--- src/sv/vtd_pkg.sv ---
// Shared types, register indexes and default sizes for the video time displacement block.
`default_nettype none

package vtd_pkg;

   // Default sizes handed to the top level parameters.
   localparam int HIST_DEPTH_DEF      = 16;
   localparam int FRAME_MAX_BYTES_DEF = 65536;
   localparam int QUEUE_DEPTH         = 4;

   // Configuration port geometry.
   localparam int CSR_IDX_W  = 2;
   localparam int CSR_DATA_W = 17;

   localparam logic [CSR_IDX_W-1:0] CSR_MODE        = 2'd0;
   localparam logic [CSR_IDX_W-1:0] CSR_HIST_LEN    = 2'd1;
   localparam logic [CSR_IDX_W-1:0] CSR_FRAME_BYTES = 2'd2;

   // Register widths and reset values.
   localparam int HIST_LEN_W    = 5;
   localparam int FRAME_BYTES_W = 17;
   localparam logic                     MODE_RST        = 1'b0;
   localparam logic [HIST_LEN_W-1:0]    HIST_LEN_RST    = 5'd16;
   localparam logic [FRAME_BYTES_W-1:0] FRAME_BYTES_RST = 17'd65536;

   // Width of the brightness product (255 - byte) * (hist_len - 1).
   localparam int PROD_W = 13;

   // Input transaction payload.
   typedef struct packed {
      logic [7:0] pixel_byte;
      logic [7:0] map_delay;
   } req_type;

   // Result transaction payload.
   typedef struct packed {
      logic [7:0] out_byte;
      logic       frame_last;
   } rsp_type;

   // Where the result byte of one item comes from.
   typedef enum logic [1:0] {
      SRC_ZERO,
      SRC_SELF,
      SRC_RING
   } src_type;

   // Control part of one queued command.
   typedef struct packed {
      src_type    src;
      logic       last;
      logic [7:0] pix;
   } cmd_ctl_type;

endpackage

`default_nettype wire

--- src/sv/vtd_queue.sv ---
// Short command queue that decouples the front end from the ring memory side.
`default_nettype none

module vtd_queue
   import vtd_pkg::*;
#(
   parameter int DATA_W = 8,
   parameter int DEPTH  = QUEUE_DEPTH
) (
   input  wire logic              clock,
   input  wire logic              reset,
   input  wire logic              push,
   input  wire logic [DATA_W-1:0] push_data,
   output logic                   full,
   input  wire logic              pop,
   output logic [DATA_W-1:0]      head_data,
   output logic                   empty
);

   localparam int PTR_W = (DEPTH > 1) ? $clog2(DEPTH) : 1;
   localparam int CNT_W = $clog2(DEPTH + 1);

   logic [DATA_W-1:0] slots_ff [DEPTH];
   logic [PTR_W-1:0]  wr_ptr_ff, wr_ptr_in;
   logic [PTR_W-1:0]  rd_ptr_ff, rd_ptr_in;
   logic [CNT_W-1:0]  count_ff, count_in;

   // Pointer and fill count updates.
   always_comb begin
      full      = (count_ff == CNT_W'(DEPTH));
      empty     = (count_ff == '0);
      head_data = slots_ff[rd_ptr_ff];
      wr_ptr_in = wr_ptr_ff;
      rd_ptr_in = rd_ptr_ff;
      count_in  = count_ff;
      if (push) begin
         wr_ptr_in = (wr_ptr_ff == PTR_W'(DEPTH - 1)) ? '0 : wr_ptr_ff + PTR_W'(1);
      end
      if (pop) begin
         rd_ptr_in = (rd_ptr_ff == PTR_W'(DEPTH - 1)) ? '0 : rd_ptr_ff + PTR_W'(1);
      end
      if (push && !pop) begin
         count_in = count_ff + CNT_W'(1);
      end else if (pop && !push) begin
         count_in = count_ff - CNT_W'(1);
      end
   end

   always_ff @(posedge clock) begin
      if (reset) begin
         wr_ptr_ff <= '0;
         rd_ptr_ff <= '0;
         count_ff  <= '0;
      end else begin
         wr_ptr_ff <= wr_ptr_in;
         rd_ptr_ff <= rd_ptr_in;
         count_ff  <= count_in;
      end
   end

   // Entry storage.
   always_ff @(posedge clock) begin
      if (push) begin
         slots_ff[wr_ptr_ff] <= push_data;
      end
   end

`ifndef SYNTHESIS
   // The fill count never passes the depth and a full queue takes no push.
   assert property (@(posedge clock) disable iff (reset)
      (count_ff <= CNT_W'(DEPTH)) && !(push && full))
      else $error("command queue overflow");

   // An empty queue is never popped.
   assert property (@(posedge clock) disable iff (reset)
      pop |-> !empty)
      else $error("command queue underflow");
`endif

endmodule

`default_nettype wire

--- config.mk ---
export PLATFORM = sky130hd
export DESIGN_NAME = vtd_queue
export DESIGN_NICKNAME = d
export VERILOG_FILES = /design/src/sv/vtd_pkg.sv /design/src/sv/vtd_queue.sv
export SDC_FILE = /design/constraint.sdc
export NUM_CORES = 1
export LEC_CHECK = 0
export CORE_ASPECT_RATIO = 0.75
export CORE_UTILIZATION = 48
export CTS_CLUSTER_DIAMETER = 40
export CTS_CLUSTER_SIZE = 30
export DETAILED_ROUTE_END_ITERATION = 6
export DONT_BUFFER_PORTS = 1
export GPL_ROUTABILITY_DRIVEN = 0
export MAX_ROUTING_LAYER = met4
export PLACE_DENSITY = 0.61
export REMOVE_ABC_BUFFERS = 1
export SLEW_MARGIN = 40
export SYNTH_ARGS = -nofsm -noshare
export SYNTH_HDL_FRONTEND = slang
export SYNTH_SLANG_ARGS = --single-unit
--- constraint.sdc ---
create_clock -name clock -period 3.1 [get_ports clock]
set_clock_uncertainty 0.1 [all_clocks]
set_input_delay 0 -clock clock [delete_from_list [all_inputs] [get_ports clock]]
set_output_delay 0 -clock clock [all_outputs]
set_load 0.03 [all_outputs]
* Word level (Yosys, flattened, before mapping)
Memory sizes are Yosys's and may differ from the RTL's. A register that Yosys moved wholly into a read port is not among the register bits. Index checks and enable logic that the tools add are counted.
Storage, ports and cells: register bits 7, latch bits 0, bits in writable memories 32, memory bits (read-only) 0, output and inout bits 10, logic and storage cells 25, memories kept 1
Memories:
- slots_ff | depth 4, bits a word 8, rd ports 1, clocked after memory_dff 1, wr ports 1, line vtd_queue.sv:23 | logic [DATA_W-1:0] slots_ff [DEPTH];
Cells by class: add/sub/neg operators 4, multiply operators 0, divide/modulo/power cells 0, magnitude comparators 0, eq/ne operators 3, shifts and indexed selects 0, muxes and demuxes 8, bitwise gates (word level) 0, reductions and logical operators 6
Operators by type and width (count):
- $mux 2 | 4
- $mux 3 | 2
- $add 2x1->2 const B | 2
- $eq 2x2->1 const B | 2
- $add 3x1->3 const B | 1
- $eq 3x3->1 const B | 1
- $logic_not 3->1 | 1
- $sub 3x1->3 const B | 1
- $logic_and 1x1->1 | 2
- $logic_not 1->1 | 2
- $mux 1 | 2
- $reduce_bool 2->1 | 1

* Longest topological paths before layout
Gate-level depths: netlist (run 1).
word-level depth 4, gate-level depth with buffers 7

* Least setup slack after synthesis (run 1)
OpenSTA, ideal clock, no wires.
path kind flip-flop to flip-flop, start point reg count_ff[0], end point reg count_ff[2], arrival time 1.322 ns, setup slack 1.609 ns, stages on the path, launching flop included 5, path buffers 0, cell sequence dfxtp_1 fa_1 xor2_1 or3_1 a21oi_1
On the way: cells in the longest elaborated chain, start to end 3, elaborated cells on any way between the ends 4, classes of those cells add/sub (2); mux (2)
RTL lines:
- start: declaration | line vtd_queue.sv:26 | logic [CNT_W-1:0] count_ff, count_in;
- start signal: assignment | line vtd_queue.sv:57 | count_ff <= count_in;
- $sub 3x1->3 | line vtd_queue.sv:45 | count_in = count_ff - CNT_W'(1);
- $mux 3 | line vtd_queue.sv:44 | end else if (pop && !push) begin
- $mux 3 * | line vtd_queue.sv:42 | if (push && !pop) begin
Every way passes the cells marked *; elsewhere a longest branch is shown, timed or not. The select of a mux whose other input is x is not followed. A chain may end at the register's enable or synchronous reset.

* Final worst setup path (run 1)
start point in pop, end point reg count_ff[2]
On the way: cells in the longest elaborated chain, start to end 3, elaborated cells on any way between the ends 5, classes of those cells mux (1); reduce/logical (4)
RTL lines:
- start: declaration | line vtd_queue.sv:15 | input wire logic pop,
- $logic_not 1->1 | line vtd_queue.sv:42
- $logic_and 1x1->1 | line vtd_queue.sv:42
- $mux 3 or $reduce_bool 2->1 (tied branches)
Several ways; a longest one is shown, not always the timed one.

==> results.txt, run 1 <==
- The multi-input combinational cells in the finished layout cover a total of 435 um2.
- Cells after Synth: 86
- Horizontal extent of the die: 68.6 um
- In this run the remaining antenna-violating nets after routing total 0.
- The final count of pins violating max slew was 0.
* Min Tclk post-route: 1.79 ns
* DP HPWL: 1.56 mm
* Number of different library cells in the post-synthesis netlist: 17
* Top post-synthesis cells by count: 32 x sky130_fd_sc_hd__edfxtp_1, 9 x sky130_fd_sc_hd__dfxtp_1, 8 x sky130_fd_sc_hd__mux4_2, 7 x sky130_fd_sc_hd__nor2_1, 6 x sky130_fd_sc_hd__ha_1
* Routed WL: 2.41 mm
- Buffer depth of the longest clock path: 2
* Overflow after GRT: 0
- Once placement finished, the instance area stood at 1640 um2.
- The H-tree was split into 2 levels.
- For this design the static power due to leakage is 0.000644 uW.
- The area growth from synthesis to layout is 15.3%.
- Global-route met3 utilization: 6.80%
- Based on the critical path, the design can be clocked at up to 557 MHz.
- Global routing used 24.7% of the available met2 tracks.
- Critical path data required time: 3.23 ns
- Maximum number of pins on one net before global-route repair: 14
* Final nets: 121
* Total standard cell area after synthesis: 1600 um2
- The initial utilization of the core area, before any placement, comes to 52.2%.
- The first global-routing pass estimated 3.74 mm of wire.
- Cell at the root of the clock tree: sky130_fd_sc_hd__clkbuf_8
* Number of buffers inserted during clock tree synthesis: 5
- The routed layout has 760 vias.
- Initial detailed-routing violation count: 46
- Inst Count DP: 122
- Averaged over all synthesized cells, the footprint is between 15 and 20 um2.
* Total non-filler cell area in the finished layout: about 1800 um2
* Launching element type of the critical path: input port
- Finish-stage setup viols: 0
* Clock input transition at the sequential cells of the worst setup and hold paths: about 0.080 ns
- Fillcell total: 230
- Proportion of synthesized flip-flops having asynchronous set or reset: 0%
- Result of the run: finished clean
* Fraction of synthesized cell area taken by the top area cell type: 60.1%
* Post-synth top flop: sky130_fd_sc_hd__edfxtp_1
- Storage element area: between 1000 and 1500 um2
- Global routing consumed, over all layers together, 17.1% of the routing resources.
- CTS sink cnt: 41
- Vert. Die Dim: 52.0 um
* Category of the worst setup path capture point: register
- The critical path is of the input port to register type.
* Vias in the first global route: 742
* Number of standard-cell rows in the floorplan: 17
* Slew at the pin with the worst max-slew slack: 0.550 ns
- Number of input and output port buffers inserted: 0
- Of all nets on the critical path, the largest fanout is 3.
- Setup repair after global routing left no endpoint under its margin.
* Wire length per cell after detailed routing: 17.1 um
- Final Instance Count excl. Fillers: 141
- After layout, the worst path uses 57.9% of the clock period.
- Number of resized instances in the post-cts repair step: 0
- Count of boundary I/O pins: 22
* Iteration count of the initial detailed-routing pass: 4
- Most frequent cell after synthesis: sky130_fd_sc_hd__edfxtp_1
* Leading cell types by total area after synthesis: sky130_fd_sc_hd__edfxtp_1 60%, sky130_fd_sc_hd__dfxtp_1 11%, sky130_fd_sc_hd__mux4_2 11%
- The biggest area contributor in the post-synthesis netlist is sky130_fd_sc_hd__edfxtp_1.
- Via count normalized by instance count: 5.39
- Global routing usage on met1: 19.9%
* Setup total negative slack: 0 ns
- Area of the die: about 3600 um2
- 0 antenna diodes ended up in the layout.
- For this run, design rule violations remaining after detail routing come to 0.
- Share of the yosys chip area belonging to registers: 71.4%
- After clock tree synthesis, the setup repair step added 0 buffers.
- Of the cells placed in the final design, the portion with a size suffix greater than 1 is 16.5%.
- The number of antenna violations at the first check in global routing is 0.
* Worst EP arrival: between 1.5 and 2 ns
- Source-to-sink clock delay at the later pin of the worst-skew pair: approximately 0.30 ns
- Number of violations of the max-capacitance limit: 0
* Overall power of the completed layout: 1150 uW
- In this run the tightest slew margin relative to its limit is 63.3%.
- TritonCTS clock tree: done
* Hold violation total from the final report: 0
* Core footprint: 3060 um2
* Most crowded layer after global routing: met2
- Number of storage elements in the synthesis netlist: 41
- Yosys mapped a number of flops with a built-in enable equal to 32.
- The min-delay analysis places its worst path in the category input port to register.
- Number of warnings printed during yosys synthesis: 0
- Power per cell area: around 630 nW/um2
- The worst-case IR drop observed on VDD is 0.296 mV.
## final timing paths
path	start	to	slack [ns]	cells after the start
setup / recovery	pop	count_ff[2]	1.31	8
hold reg to reg	count_ff[2]	count_ff[2]	0.43	2
hold / removal	push	count_ff[1]	0.008	3
setup reg to reg	count_ff[0]	count_ff[2]	1.50	4
## final cells by class
type / count / area share (%)
flip-flops and latches: 41 / 61.9
multi-input cells: 39 / 23.6
repair buffers: 11 / 5.97
clock buffers: 7 / 4.68
well taps: 38 / 2.58
inverters: 4 / 0.815
clock inverters: 1 / 0.407
## layer usage
metal,routed length (um),share of wire [%],vias to the layer above
li1,-,-,356
met1,1060,44,373
met2,1140,47,20
met3,153,6.3,11
met4,59,2.4,0
met5,0,0,-
## state kept, by name, summed over array words and instances (netlist names), named ones only
name,flops
wr_ptr_ff,2
count_ff,3
rd_ptr_ff,2
slots_ff,32
## layout by cell type, fill, tap and decap left out, drive strengths merged, types with 2 or more instances in the layout
master / synthesis / routed
edfxtp: 32 / 32
dlygate4sd3: 0 / 11
dfxtp: 9 / 9
mux4: 8 / 8
nor2: 7 / 7
clkbuf: 1 / 7
ha: 6 / 6
inv: 4 / 4
and2: 4 / 4
mux2i: 4 / 4
xor2: 2 / 2
a21oi: 2 / 2
nor3b: 2 / 2
## stage by stage
| stage | worst slack (ns) | hold slack (ns) | utilization [%] |
|---|---|---|---|
| 2_1_floorplan | 1.61 | -0.0309 | - |
| 3_3_place_gp | 1.58 | -0.0284 | 53.2 |
| 3_5_place_dp | 1.52 | -0.0247 | 53.5 |
| 4_1_cts | 1.28 | 0.0104 | 60.2 |
| 5_1_grt | 1.19 | 0.0780 | 60.2 |
| 6_report | 1.31 | 0.00848 | 60.2 |
## logic make-up after synthesis
kind of cell	after synthesis	synth area share (%)
buffers and inverters	6	1.96
adder cells (fa/ha/maj)	7	5.95
AO/OA/AOI/OAI	3	0.939
AND/OR/NAND/NOR	15	4.85
flip-flops	41	71.4
XOR/XNOR	2	1.10
multiplexers	12	13.8
## where the power goes
part / internal [uW] / switching [uW]
clock: 181 / 181
sequential: 625 / 25.3
combinational: 55.4 / 86.3
total: 861 / 292
## critical path: stages
cell,delay (ns)
sky130_fd_sc_hd__dlygate4sd3_1,0.58
sky130_fd_sc_hd__inv_1,0.12
sky130_fd_sc_hd__ha_1,0.19
sky130_fd_sc_hd__inv_1,0.06
sky130_fd_sc_hd__fa_1,0.37
sky130_fd_sc_hd__xor2_1,0.15
sky130_fd_sc_hd__or3_1,0.30
sky130_fd_sc_hd__a21oi_1,0.15
## repair_timing
action,CTS,global route
endpoints found under the setup margin,0,0
hold buffers,11,0
endpoints found under the hold margin,41,0
Power figures use the tool's default switching activity.
==> run 2: changes to the inputs <==
==> constraint.sdc (replaced) <==
create_clock -name clock -period 1.7 [get_ports clock]
set_clock_uncertainty 0.1 [all_clocks]
set_input_delay 0 -clock clock [delete_from_list [all_inputs] [get_ports clock]]
set_output_delay 0 -clock clock [all_outputs]
set_load 0.03 [all_outputs]
==> run 2 against run 1 <==
- sequential share of layout area is 2.9 points lower
- final area is 5.0% higher
- register-to-register slack worse by 1.4 ns
- combinational power is 110% higher
- non-clock buffer count is 9 higher
- utilization is 3.0 points higher
- sequential power is 80% higher
- setup slack worse by 1.2 ns
- sequential cell count stayed put
- first-iteration DRC count is 96% higher
- via count is 3.8% higher
- largest cell class unchanged
==> results.txt, run 2 (synthesized netlist as in run 1, its figures left out) <==
* Result of the run: finished clean
- Horizontal extent of the die: 68.6 um
* Routed WL: 2.53 mm
* Biggest regs: slots_ff: 32 flops, count_ff: 3 flops
- Crit path kind: register to register
* Cell at the root of the clock tree: sky130_fd_sc_hd__clkbuf_8
* # DRC: 0
* Worst EP arrival: 1.68 ns
- Core footprint: approximately 3100 um2
- Upper clock frequency limit: 617 MHz
* Total number of vias: approximately 790
* Number of buffers inserted during clock tree synthesis: 5
- The number of antenna violations at the first check in global routing came to 0.
* Final nets: 130
* DP HPWL: 1.57 mm
- Maximum vdd ir drop: about 0.72 mV
* Most common cell after layout, fill and taps aside: sky130_fd_sc_hd__edfxtp_1
- Overflow after GRT: 0
- Across every metal layer, demand over resource in global routing totals 17.7%.
- Count of pins over their slew limit: 0
* Number of violations of the max-capacitance limit: 0
* Min Tclk post-route: 1.62 ns
- Buffer depth of the longest clock path: 2
- Wire length of the first global-routing pass: 3.95 mm
- Area growth syn-to-layout: 21.1%
- The floorplan step defined a die boundary enclosing between 3000 and 4000 um2.
* Overall power of the completed layout: 2220 uW
- The tightest hold path in the finished design has a slack of 0.0272 ns.
- The final critical path takes up about 95% of the cycle.
- Number of buffers and inverters on the critical path: 1
- Most frequent cells in the layout: 32 x sky130_fd_sc_hd__edfxtp_1, 16 x sky130_fd_sc_hd__dlygate4sd3_1, 8 x sky130_fd_sc_hd__mux4_2, 8 x sky130_fd_sc_hd__dfxtp_1
- The detail route stage leaves a number of antenna-violating nets equal to 0.
- CTS H-Tree Depth: 2
- In the final routed layout, each cell accounts on average for 16.9 um.
* Count of boundary I/O pins: 22
- Number of setup buffers added after CTS: 0
- Worst max-slew margin expressed relative to the limit: 70.6%
* Category of cells accounting for the largest share of critical-path delay: buffers and inverters
- Walking the worst path, the cells encountered are ha_1 > mux2i_1 > dlygate4sd3_1 > nor2_1.
- Power per cell area: 1150 nW/um2
- Diodes inserted: 0
- Fillcell total: around 230
- Critical path data required time: ~1.8 ns
- Finish-stage setup viols: 0
* TritonCTS clock tree: done
* Register bank with the most flops: slots_ff
- Max FO, Critical Path: 3
- The worst setup path is launched from a register.
* Slew at the pin with the worst max-slew slack: 0.441 ns
* Hold violation total from the final report: 0
- Via count normalized by instance count: about 5.3
* Number of standard-cell rows in the floorplan: 17
- Leakage: 0.000693 uW
* Cell with the largest stage delay on the worst path: sky130_fd_sc_hd__dlygate4sd3_1
* Clock input transition at the sequential cells of the worst setup and hold paths: ~0.07 ns
* Source-to-sink clock delay at the later pin of the worst-skew pair: 0.28 ns
* Iteration count of the initial detailed-routing pass: 4
* Starting density of the core: approximately 52%
* Class of the tightest hold or removal check: input port to register
- The register with the most flip-flops in the layout has 32 of them.
- CTS sink cnt: a little over 40
- The number of global-route vias before repair came to approximately 840.
- The die is 52.0 um tall.
- Final core utilization: a little over three fifths
- Input and output buffers added on the ports amount to 0.
* Initial detailed-routing violation count: 90
- Critical path's largest stage delay: 0.57 ns
- Category of the worst setup path capture point: register
- The post-route netlist has 18.8% of its cells at a drive strength greater than 1.
* Maximum number of pins on one net before global-route repair: 13
[run 2: changes by cell type in the layout (fill, tap and decap cells not counted), sizes merged]
cell         delta
bufinv          +1
clkbuf          -1
clkinv          +1
dlygate4sd3     +5
buf             +4
clkinvlp        -1
[run 2: what timing repair did]
item	4_1_cts	5_1_grt
endpoints found under the hold margin	41	0
hold buffers	16	0
setup endpoints to repair	0	3
gates resized for setup	0	3
[run 2: path summary, 6_finish.rpt]
| check | startpoint | cells past startpoint | slack, ns | to |
|---|---|---|---|---|
| setup reg to reg | rd_ptr_ff[0] | 4 | 0.08 | rd_ptr_ff[1] |
| hold / removal | push | 2 | 0.03 | slots_ff[3][6] |
| hold reg to reg | count_ff[2] | 2 | 0.44 | count_ff[2] |
| setup / recovery | rd_ptr_ff[0] | 4 | 0.08 | rd_ptr_ff[1] |
[run 2: layout make-up]
cell class                 instances  area [um2]  area share, %
clock inverter                     2        33.8           1.75
tap                               38        47.5           2.46
clock buffer                       6        72.6           3.75
inverter                           4        15.0          0.776
multi-input combinational         39         433           22.4
sequential                        41        1140           59.1
timing repair buffer              20         190           9.83
[run 2: worst register-to-register path: cells and delay by family (launching register included)]
family                     cells  cell delay [ns]
buffers and inverters          1             0.57
DFF                            1             0.34
adders and majority gates      1             0.31
muxes                          1             0.14
and+or+nand+nor                1             0.05
[run 2: report_power, final]
part	internal, uW	switching (uW)
sequential	1140	34.3
clock	433	304
combinational	132	173
[run 2: through the flow]
step	area (um2)	setup slack [ns]	std cells	setup TNS (ns)
finish	1930	0.0798	150	0
global route	1930	-0.00453	150	-0.00867
CTS	1930	0.0829	150	0
detailed placement	1660	0.0998	126	0
global placement	1660	0.192	126	0
floorplan	1580	0.209	84	0
[run 2: routing by layer]
metal  vias to the layer above  routed length [um]  GRT usage (%)
met1                       395                1120           21.2
met4                         0                  36           8.68
met3                         5                  88           5.26
li1                        375                   -              -
met5                         -                   0              -
met2                        14                1290           27.5
