### config.mk
export PLATFORM = sky130hd
export DESIGN_NAME = vtd_front
export DESIGN_NICKNAME = d
export VERILOG_FILES = /design/src/sv/vtd_pkg.sv /design/src/sv/vtd_front.sv
export SDC_FILE = /design/constraint.sdc
export NUM_CORES = 1
export LEC_CHECK = 0
export BUFFER_PORTS_ARGS = -buffer_cell sky130_fd_sc_hd__buf_4
export CORE_ASPECT_RATIO = 1.25
export CORE_MARGIN = 4
export CORE_UTILIZATION = 40
export DETAILED_ROUTE_END_ITERATION = 8
export PLACE_DENSITY_LB_ADDON = 0.25
export RECOVER_POWER = 50
export SYNTH_ARGS = -nofsm -noshare
export SYNTH_HDL_FRONTEND = slang
export SYNTH_SLANG_ARGS = --single-unit
### constraint.sdc
create_clock -name clock -period 6.45 [get_ports clock]
set_input_delay 1.29 -clock clock [delete_from_list [all_inputs] [get_ports clock]]
set_output_delay 1.29 -clock clock [all_outputs]
set_load 0.02 [all_outputs]
### src/sv/vtd_pkg.sv
// Shared types, register indexes and default sizes for the video time displacement block.
`default_nettype none

package vtd_pkg;

   // Default sizes handed to the top level parameters.
   localparam int HIST_DEPTH_DEF      = 16;
   localparam int FRAME_MAX_BYTES_DEF = 65536;
   localparam int QUEUE_DEPTH         = 4;

   // Configuration port geometry.
   localparam int CSR_IDX_W  = 2;
   localparam int CSR_DATA_W = 17;

   localparam logic [CSR_IDX_W-1:0] CSR_MODE        = 2'd0;
   localparam logic [CSR_IDX_W-1:0] CSR_HIST_LEN    = 2'd1;
   localparam logic [CSR_IDX_W-1:0] CSR_FRAME_BYTES = 2'd2;

   // Register widths and reset values.
   localparam int HIST_LEN_W    = 5;
   localparam int FRAME_BYTES_W = 17;
   localparam logic                     MODE_RST        = 1'b0;
   localparam logic [HIST_LEN_W-1:0]    HIST_LEN_RST    = 5'd16;
   localparam logic [FRAME_BYTES_W-1:0] FRAME_BYTES_RST = 17'd65536;

   // Width of the brightness product (255 - byte) * (hist_len - 1).
   localparam int PROD_W = 13;

   // Input transaction payload.
   typedef struct packed {
      logic [7:0] pixel_byte;
      logic [7:0] map_delay;
   } req_type;

   // Result transaction payload.
   typedef struct packed {
      logic [7:0] out_byte;
      logic       frame_last;
   } rsp_type;

   // Where the result byte of one item comes from.
   typedef enum logic [1:0] {
      SRC_ZERO,
      SRC_SELF,
      SRC_RING
   } src_type;

   // Control part of one queued command.
   typedef struct packed {
      src_type    src;
      logic       last;
      logic [7:0] pix;
   } cmd_ctl_type;

endpackage

`default_nettype wire

### src/sv/vtd_front.sv
// Front end: configuration registers, frame tracking and classification of each byte.
`default_nettype none

module vtd_front
   import vtd_pkg::*;
#(
   parameter int HIST_DEPTH      = HIST_DEPTH_DEF,
   parameter int FRAME_MAX_BYTES = FRAME_MAX_BYTES_DEF,
   parameter int ADDR_W          = 20
) (
   input  wire logic                  clock,
   input  wire logic                  reset,
   input  wire logic                  csr_we,
   input  wire logic [CSR_IDX_W-1:0]  csr_index,
   input  wire logic [CSR_DATA_W-1:0] csr_wdata,
   input  wire logic                  req_valid,
   output logic                       req_stall,
   input  wire req_type               req_data,
   input  wire logic                  q_full,
   output logic                       q_push,
   output cmd_ctl_type                q_ctl,
   output logic [ADDR_W-1:0]          q_wr_addr,
   output logic [ADDR_W-1:0]          q_rd_addr
);

   localparam int POS_W  = $clog2(FRAME_MAX_BYTES);
   localparam int SLOT_W = (HIST_DEPTH > 1) ? $clog2(HIST_DEPTH) : 1;
   localparam int SW1    = SLOT_W + 1;
   localparam int FH_W   = $clog2(HIST_DEPTH + 1);
   localparam int HC_W   = (FH_W > HIST_LEN_W) ? FH_W : HIST_LEN_W;
   localparam int DCMP_W = (FH_W > 8) ? FH_W : 8;
   localparam int CMP_W  = (POS_W + 1 > FRAME_BYTES_W) ? POS_W + 1 : FRAME_BYTES_W;

   // Configuration registers.
   logic                     mode_ff, mode_in;
   logic [HIST_LEN_W-1:0]    hist_len_ff, hist_len_in;
   logic [FRAME_BYTES_W-1:0] frame_bytes_ff, frame_bytes_in;

   // Frame tracking state.
   logic [POS_W-1:0]  pos_ff, pos_in;
   logic [SLOT_W-1:0] newest_ff, newest_in;
   logic [FH_W-1:0]   held_ff, held_in;

   // Classification stage.
   logic              s1_valid_ff, s1_valid_in;
   logic [7:0]        s1_pix_ff, s1_pix_in;
   logic [PROD_W-1:0] s1_num_ff, s1_num_in;
   logic              s1_mode_ff, s1_mode_in;
   logic [POS_W-1:0]  s1_pos_ff, s1_pos_in;
   logic [SLOT_W-1:0] s1_newest_ff, s1_newest_in;
   logic [FH_W-1:0]   s1_held_ff, s1_held_in;
   logic              s1_last_ff, s1_last_in;

   logic                  accept;
   logic [HIST_LEN_W-1:0] hl_eff;
   logic [HIST_LEN_W-1:0] hl_m1;
   logic [CMP_W-1:0]      fb_ext;
   logic [CMP_W-1:0]      fb_eff;
   logic [CMP_W-1:0]      last_pos;
   logic                  frame_start;
   logic                  cur_last;
   logic [SLOT_W-1:0]     newest_now;
   logic [FH_W-1:0]       held_now;
   logic [PROD_W-1:0]     prod;
   logic [PROD_W:0]       quot_sum;
   logic [7:0]            delay;
   logic [DCMP_W-1:0]     delay_ext;
   logic                  in_range;
   logic [SW1-1:0]        d_ext;
   logic [SW1-1:0]        n_ext;
   logic [SW1-1:0]        slot_diff;
   logic [SLOT_W-1:0]     rd_slot;

   // Configuration writes; indexes beyond the register list are ignored.
   always_comb begin
      mode_in        = mode_ff;
      hist_len_in    = hist_len_ff;
      frame_bytes_in = frame_bytes_ff;
      if (csr_we) begin
         unique case (csr_index)
            CSR_MODE:        mode_in        = csr_wdata[0];
            CSR_HIST_LEN:    hist_len_in    = csr_wdata[HIST_LEN_W-1:0];
            CSR_FRAME_BYTES: frame_bytes_in = csr_wdata[FRAME_BYTES_W-1:0];
            default:         mode_in        = mode_ff;
         endcase
      end
   end

   // Effective history length: zero acts as one, clipped to the ring depth.
   always_comb begin
      if (hist_len_ff == '0) begin
         hl_eff = HIST_LEN_W'(1);
      end else if (HC_W'(hist_len_ff) > HC_W'(HIST_DEPTH)) begin
         hl_eff = HIST_LEN_W'(HIST_DEPTH);
      end else begin
         hl_eff = hist_len_ff;
      end
      hl_m1 = hl_eff - HIST_LEN_W'(1);
   end

   // Effective frame size and the position of the last byte.
   always_comb begin
      fb_ext = CMP_W'(frame_bytes_ff);
      if (fb_ext == '0) begin
         fb_eff = CMP_W'(1);
      end else if (fb_ext > CMP_W'(FRAME_MAX_BYTES)) begin
         fb_eff = CMP_W'(FRAME_MAX_BYTES);
      end else begin
         fb_eff = fb_ext;
      end
      last_pos = fb_eff - CMP_W'(1);
   end

   // Frame bookkeeping for the byte offered at the input.
   always_comb begin
      accept      = req_valid && !req_stall;
      frame_start = (pos_ff == '0);
      cur_last    = (CMP_W'(pos_ff) >= last_pos);
      newest_now  = newest_ff;
      held_now    = held_ff;
      if (frame_start && held_ff != '0) begin
         newest_now = (newest_ff == SLOT_W'(HIST_DEPTH - 1)) ? '0 : newest_ff + SLOT_W'(1);
      end
      if (frame_start && held_ff != FH_W'(HIST_DEPTH)) begin
         held_now = held_ff + FH_W'(1);
      end
      pos_in    = pos_ff;
      newest_in = newest_ff;
      held_in   = held_ff;
      if (accept) begin
         pos_in    = cur_last ? '0 : pos_ff + POS_W'(1);
         newest_in = newest_now;
         held_in   = held_now;
      end
   end

   // The brightness product is formed at accept time.
   assign prod = {5'b0, ~req_data.pixel_byte} * {{(PROD_W - HIST_LEN_W){1'b0}}, hl_m1};

   // Stage register loads on accept and drains into the queue.
   always_comb begin
      req_stall    = s1_valid_ff && q_full;
      q_push       = s1_valid_ff && !q_full;
      s1_valid_in  = s1_valid_ff;
      s1_pix_in    = s1_pix_ff;
      s1_num_in    = s1_num_ff;
      s1_mode_in   = s1_mode_ff;
      s1_pos_in    = s1_pos_ff;
      s1_newest_in = s1_newest_ff;
      s1_held_in   = s1_held_ff;
      s1_last_in   = s1_last_ff;
      if (accept) begin
         s1_valid_in  = 1'b1;
         s1_pix_in    = req_data.pixel_byte;
         s1_num_in    = mode_ff ? prod : PROD_W'(req_data.map_delay);
         s1_mode_in   = mode_ff;
         s1_pos_in    = pos_ff;
         s1_newest_in = newest_now;
         s1_held_in   = held_now;
         s1_last_in   = cur_last;
      end else if (q_push) begin
         s1_valid_in  = 1'b0;
      end
   end

   // Delay in frames, classification and ring addresses.
   always_comb begin
      // Divide by 255 as (x + (x >> 8) + 1) >> 8, exact over the product range.
      quot_sum  = (PROD_W + 1)'(s1_num_ff) + (PROD_W + 1)'(s1_num_ff >> 8) + (PROD_W + 1)'(1);
      delay     = s1_mode_ff ? 8'(quot_sum >> 8) : s1_num_ff[7:0];
      delay_ext = DCMP_W'(delay);
      in_range  = (delay_ext < DCMP_W'(hl_eff)) && (delay_ext < DCMP_W'(s1_held_ff));
      d_ext     = SW1'(delay);
      n_ext     = {1'b0, s1_newest_ff};
      if (n_ext >= d_ext) begin
         slot_diff = n_ext - d_ext;
      end else begin
         slot_diff = n_ext + SW1'(HIST_DEPTH) - d_ext;
      end
      rd_slot = SLOT_W'(slot_diff);

      q_ctl.pix  = s1_pix_ff;
      q_ctl.last = s1_last_ff;
      if (!in_range) begin
         q_ctl.src = SRC_ZERO;
      end else if (delay == '0) begin
         q_ctl.src = SRC_SELF;
      end else begin
         q_ctl.src = SRC_RING;
      end
      q_wr_addr = ADDR_W'({s1_newest_ff, s1_pos_ff});
      q_rd_addr = ADDR_W'({rd_slot, s1_pos_ff});
   end

   // Control registers.
   always_ff @(posedge clock) begin
      if (reset) begin
         mode_ff        <= MODE_RST;
         hist_len_ff    <= HIST_LEN_RST;
         frame_bytes_ff <= FRAME_BYTES_RST;
         pos_ff         <= '0;
         newest_ff      <= '0;
         held_ff        <= '0;
         s1_valid_ff    <= 1'b0;
      end else begin
         mode_ff        <= mode_in;
         hist_len_ff    <= hist_len_in;
         frame_bytes_ff <= frame_bytes_in;
         pos_ff         <= pos_in;
         newest_ff      <= newest_in;
         held_ff        <= held_in;
         s1_valid_ff    <= s1_valid_in;
      end
   end

   // Payload registers of the classification stage.
   always_ff @(posedge clock) begin
      s1_pix_ff    <= s1_pix_in;
      s1_num_ff    <= s1_num_in;
      s1_mode_ff   <= s1_mode_in;
      s1_pos_ff    <= s1_pos_in;
      s1_newest_ff <= s1_newest_in;
      s1_held_ff   <= s1_held_in;
      s1_last_ff   <= s1_last_in;
   end

`ifndef SYNTHESIS
   // A classified byte always belongs to a frame that has been counted.
   assert property (@(posedge clock) disable iff (reset)
      s1_valid_ff |-> (s1_held_ff != '0 && s1_held_ff <= FH_W'(HIST_DEPTH)))
      else $error("classified byte without a held frame");

   // A wrapped position comes only from the last byte of a frame.
   assert property (@(posedge clock) disable iff (reset)
      (accept && pos_ff != '0) |=> (pos_ff == '0) == $past(cur_last))
      else $error("frame position did not follow the last byte flag");
`endif

endmodule

`default_nettype wire

After elaboration in Yosys (flattened, before gate mapping)
Cells that the tools add are included.
{ "op_classes": {"bitwise_logic": 1, "n_eq_ne": 4, "n_mux": 15, "reduce_logical": 18, "add_sub_neg": 10, "n_lt_le_gt_ge": 6, "n_mul": 1} }
{ "op_table": {"columns": ["cell", "count"], "rows": [
  ["17-bit 2-to-1 mux", 2],
  ["16-bit by 17-bit >= comparator with 1-bit output", 1],
  ["17-bit greater-than comparator, second input constant", 1],
  ["17-bit logical NOT", 1],
  ["17-bit by 1-bit subtractor with 17-bit output, second input constant", 1],
  ["16-bit by 1-bit adder with 16-bit output, second input constant", 1],
  ["16-bit logical NOT", 1],
  ["8-bit by 5-bit < comparator with 1-bit output", 2],
  ["16-bit 2-to-1 mux", 1],
  ["8-bit 2-to-1 mux", 2],
  ["5-bit 2-to-1 mux", 3],
  ["13-bit by 5-bit adder with 14-bit output", 1],
  ["14-bit by 1-bit adder with 14-bit output, second input constant", 1],
  ["8-bit by 5-bit multiplier with 13-bit output", 1],
  ["4-bit 2-to-1 mux", 3],
  ["4-bit by 1-bit adder with 4-bit output, second input constant", 2],
  ["8-bit logical NOT", 1],
  ["8-bit NOT", 1],
  ["4-bit subtractor", 2],
  ["1-bit logical AND", 6],
  ["2-bit AND reduction", 3],
  ["5-bit by 1-bit adder with 5-bit output, second input constant", 1],
  ["4-bit by 5-bit >= comparator with 1-bit output", 1],
  ["5-bit greater-than comparator, second input constant", 1],
  ["12 further kinds", 15]
]} }
{ "word_totals": {"wordCells": 70, "output_inout_bits": 53, "ff_bits": 97, "input_bits": 40} }

Depth between registers and ports, before layout
{ "depth": {"ltp_word": 6, "ltp_mapped": 22, "depth_no_buf": 22} }

Least setup slack after synthesis
OpenSTA, ideal clock, no wires.
{ "synth_timing": {"kind": "reg-to-reg", "start": "register hist_len_ff[1]", "end": "register s1_num_ff[12], data pin", "setup_time_ns": 0.263, "t_arrival_ns": 4.745, "path_buffers": 0, "path_slack_ns": 1.443, "period_less_slack_ns": 5.007, "t_required_ns": 6.187, "path_stages_with_launch": 22, "path_cell_list": "dfxtp_1 > nor3_1 > nor2_1 > nor2_1 > inv_1 > ha_1 > inv_1 > nor4_1 > a21oi_1 > or2_2 > fa_1 > fa_1 > fa_1 > inv_1 > ha_1 > a21o_1 > a21oi_1 > nor2b_1 > o21a_1 > o41ai_1 > o21ai_0 > mux2i_1"} }
{ "synth_via": {"elab_chain_cells": 5, "elab_cells_between_ends": 6, "classes_between": "add/sub: 1; mul: 1; order compare: 1; mux: 2; reduce/logical: 1"} }
{ "synth_rtl": {"columns": ["item", "line_no", "rtl"], "rows": [
  ["from (decl)", "vtd_front.sv:36", "logic [HIST_LEN_W-1:0] hist_len_ff, hist_len_in;"],
  ["from (signal assigned)", "vtd_front.sv:207", "hist_len_ff <= hist_len_in;"],
  ["5-bit greater-than comparator", "vtd_front.sv:93", "end else if (HC_W'(hist_len_ff) > HC_W'(HIST_DEPTH)) begin"],
  ["5-bit 2-to-1 mux", "vtd_front.sv:93", null],
  ["5-bit 2-to-1 mux *", "vtd_front.sv:91", "if (hist_len_ff == '0) begin"],
  ["5-bit by 1-bit subtractor with 5-bit output *", "vtd_front.sv:98", "hl_m1 = hl_eff - HIST_LEN_W'(1);"],
  ["8-bit by 5-bit multiplier with 13-bit output *", "vtd_front.sv:138", "assign prod = {5'b0, ~req_data.pixel_byte} * {{(PROD_W - HIST_LEN_W){1'b0}}, hl_m1};"],
  ["to (signal assigned)", "vtd_front.sv:219", "s1_num_ff <= s1_num_in;"],
  ["to (decl)", "vtd_front.sv:47", "logic [PROD_W-1:0] s1_num_ff, s1_num_in;"]
]} }
Mark *: on every way between the ends. The rest lies on a longest branch, timed or not.
A chain may end at the register's enable or synchronous reset.

Final worst setup path
Ends and elaborated chain as after synthesis.

==> flow_summary.json <==
{
  "drv_slew": 52,
  "finalHoldViolCount": 0,
  "cpPeakStageDelay_ps": 550,
  "fillers": 1528,
  "wl_met1_um": 5920,
  "grt_max_degree": 52,
  "cts-root-buf": "clkbuf_16",
  "power_leakage_nw": 3.20,
  "h-tree-depth": 3,
  "synth_edf_count": 48,
  "synth_seq_area_share_pct": 37.2,
  "viasPerCell": 5.20,
  "p_per_area_nw_per_um2": 258,
  "pin_count": 93,
  "numCtsBuffers": 9,
  "cts_setup_buffers": 0,
  "wl_per_cell_um": 15.4,
  "diodes": 0,
  "die_h_um": 151,
  "first_global_vias": 5150,
  "nNetsFinal": 875,
  "cap_violations": 1,
  "routabilityCongestion": 0.875,
  "critPathMaxFanout": 8,
  "final-setup-viol-count": 0,
  "top_layer": "met4",
  "cts_hold_buf": 0,
  "fin_crit_sh_pct": 87.2,
  "die_area_um2": 18400,
  "swShare_pct": 29.0,
  "rows": 51,
  "netlist_area_um2": 6510,
  "irDropWorstVdd_mv": 0.111,
  "status": "finished, violations left",
  "max_freq_mhz": 178,
  "dp_hpwl_um": 11600,
  "io_buffers": 92,
  "dr.first_iter.drc_count": 257,
  "antenna_found_initial": 0,
  "synth_top_family_by_area": "simple AND/OR/NAND/NOR gates",
  "drive_gt1_share_pct": 11.7,
  "synth_adder_area_share_pct": 17.2,
  "grt_setup_unrepaired": "no",
  "synthArstFlopShare_pct": 0,
  "crit_slowest_cell": "fa_1",
  "clkSinkCount": 97,
  "start_kind": "register",
  "muxShareOfSynthArea_pct": 2.96,
  "worstHoldPathType": "register to register",
  "critPathTopFamily": "adder cells",
  "synthFlopType": "dfxtp_1",
  "crit_buf_inv": 3,
  "seq_area_um2": 2420,
  "final.min_clock_period_ps": 5620,
  "synth_cell_types": 63,
  "postPlaceCellArea_um2": 7270,
  "area_delta_synth_final_pct": 14.6,
  "cts_resized": 0,
  "multi_input_area_um2": 3690,
  "switchingPower_w": 0.000558,
  "num_vias": 5068,
  "crit_type": "register to register",
  "required_ps": 6560,
  "synth-simple-area-share_pct": 20.1,
  "setup_tns_ps": 0,
  "pwr-share-seq_pct": 36.8,
  "syn_avg_cell_area_um2": 9.45,
  "power_frac_clock_pct": 36.2,
  "synth_compound_area_share_pct": 11.3,
  "power_w": 0.00192,
  "tritoncts": "done",
  "route.met2.wl_um": 8080,
  "synth_xor_xnor_area_share_pct": 5.11,
  "cts.path.max_buffers": 2,
  "worst_pin_slew_ps": 2410,
  "p_comb_share_pct": 27.0,
  "path_clk_slew_ps": 70,
  "finClkSkew_ps": 5.68,
  "wl_met3_um": 521,
  "drt-pass1-iter-count": 4,
  "clkLatencyLatePin_ps": 350,
  "grt-ovfl-total": 0,
  "hold_slack_ps": 485,
  "ys_ff_latch": 97,
  "violations": "max-capacitance violations, max-slew violations",
  "drc": 0,
  "path_cells": "nor3_1, nor2_1, nor2_1, inv_1, ha_1, inv_1, nor4_1, a21oi_1, or2_2, fa_1, fa_1, fa_1, inv_1, ha_1, a21o_1, a21oi_1, nor2b_1, o21a_1, o41ai_1, o21ai_0, mux2i_1",
  "wl_um": 15000,
  "die_w_um": 122,
  "start_util_pct": 41.3,
  "grt_pass1_wl_um": 24500,
  "relSlewSlack_pct": -60.4,
  "arrival_ps": 5730,
  "synthCells": 689,
  "syn_nets": 807,
  "endpoint_kind": "register",
  "grt.total_usage_pct": 16.9,
  "fin_area_um2": 7460,
  "ant_nets": 0,
  "synth_warnings": 0,
  "core_area_um2": 15800,
  "power.internal_w": 0.00137
}
[metrics by stage]
stage / setup WS (ps) / utilization [%] / instances
final: 828 / 47.3 / 974
after CTS: 830 / 48.6 / 974
after global placement: 1010 / 46.1 / 958
after detailed placement: 849 / 46.1 / 958
after global routing: 320 / 47.3 / 974
after floorplan: 1440 / - / 689
[cells in the mapped netlist (all sizes together), types with 11 or more instances]
cell	number	area (µm²)
nor2	78	293
nand2	67	254
ha	59	738
dfxtp	49	981
inv	49	184
edfxtp	48	1440
a21oi	44	220
nor3	26	180
buf	20	148
xnor2	20	175
fa	19	380
xor2	18	158
clkbuf	17	63.8
nand3	16	80.1
a21o	15	113
o21ai	13	65.1
nor2b	11	68.8
[flip-flops by register name, indices dropped and copies added, names as in the netlist, 5 cells and up]
register and flops:
s1_pos_ff 16, s1_held_ff 5, held_ff 5, fb_ext 17, s1_pix_ff 8, s1_num_ff 13, hist_len_ff 5, pos_ff 16
[final timing paths]
| path | endpoint | cells past startpoint | slack (ps) | startpoint |
|---|---|---|---|---|
| min | fb_ext[6] | 2 | 490 | fb_ext[6] |
| max reg2reg | s1_num_ff[12] | 21 | 830 | hist_len_ff[1] |
| max | s1_num_ff[12] | 21 | 830 | hist_len_ff[1] |
| min reg2reg | fb_ext[6] | 2 | 490 | fb_ext[6] |
[worst register-to-register path, stage by stage, from the launching register on]
cell	delay, ps
dfxtp_1	330
nor3_1	190
nor2_1	60
nor2_1	270
inv_1	200
ha_1	250
inv_1	80
nor4_1	50
a21oi_1	490
or2_2	240
fa_1	430
fa_1	520
fa_1	550
inv_1	40
ha_1	320
a21o_1	170
a21oi_1	210
nor2b_1	70
o21a_1	180
o41ai_1	390
o21ai_0	200
mux2i_1	140
[layout make-up]
cell class	instances	area share, %
Multi-Input combinational cell	505	49.4
Sequential cell	97	32.5
Timing Repair Buffer	94	6.79
Tap cell	212	3.56
Clock buffer	9	3.02
Inverter	50	2.52
Clock inverter	7	2.20
[power by group through the flow]
stage	Clock, W	Combinational [W]	Sequential [W]
6_report	0.000696	0.000520	0.000708
5_1_grt	0.000735	0.000589	0.000712
4_1_cts	0.000715	0.000543	0.000708
3_5_place_dp	0	0.000539	0.000722
3_3_place_gp	0	0.000525	0.000720
2_1_floorplan	0	0.000388	0.000726
[metal layers]
layer  track usage [%]  vias to the layer above
met4              8.07                        0
met5                 0                        -
li1                  -                     2528
met3              2.82                       28
met1              17.9                     2418
met2              32.2                       94
[cell usage in the layout, fill, tap and decap left out, types with 4 or more instances in the layout]
cell        n
o21a_1      4
nand4_1     8
fa_1       19
nand3_1    16
or3_1       5
edfxtp_1   48
buf_4      41
a21oi_1    44
nor3_1     16
and3_1      5
nor2_1     78
mux2_2     10
dfxtp_1    49
nand3b_1    6
clkbuf_1   53
a211oi_1    5
a31oi_1     9
nor3_2     10
ha_1       59
xor2_1     18
nor2b_1    11
or2_2       5
o21ai_0    12
nand2_1    66
a21o_1     15
xnor2_1    20
clkbuf_16   9
mux2i_1     8
nand2b_1   10
inv_1      49
bufinv_16   5
[cell families after synthesis]
| kind of cell | after synthesis |
|---|---|
| flops | 97 |
| mux | 18 |
| fa+ha+maj | 78 |
| compound gates | 115 |
| buf+inv | 87 |
| simple gates | 256 |
| xor+xnor | 38 |
Note: power is estimated with default switching activity, not from simulation.
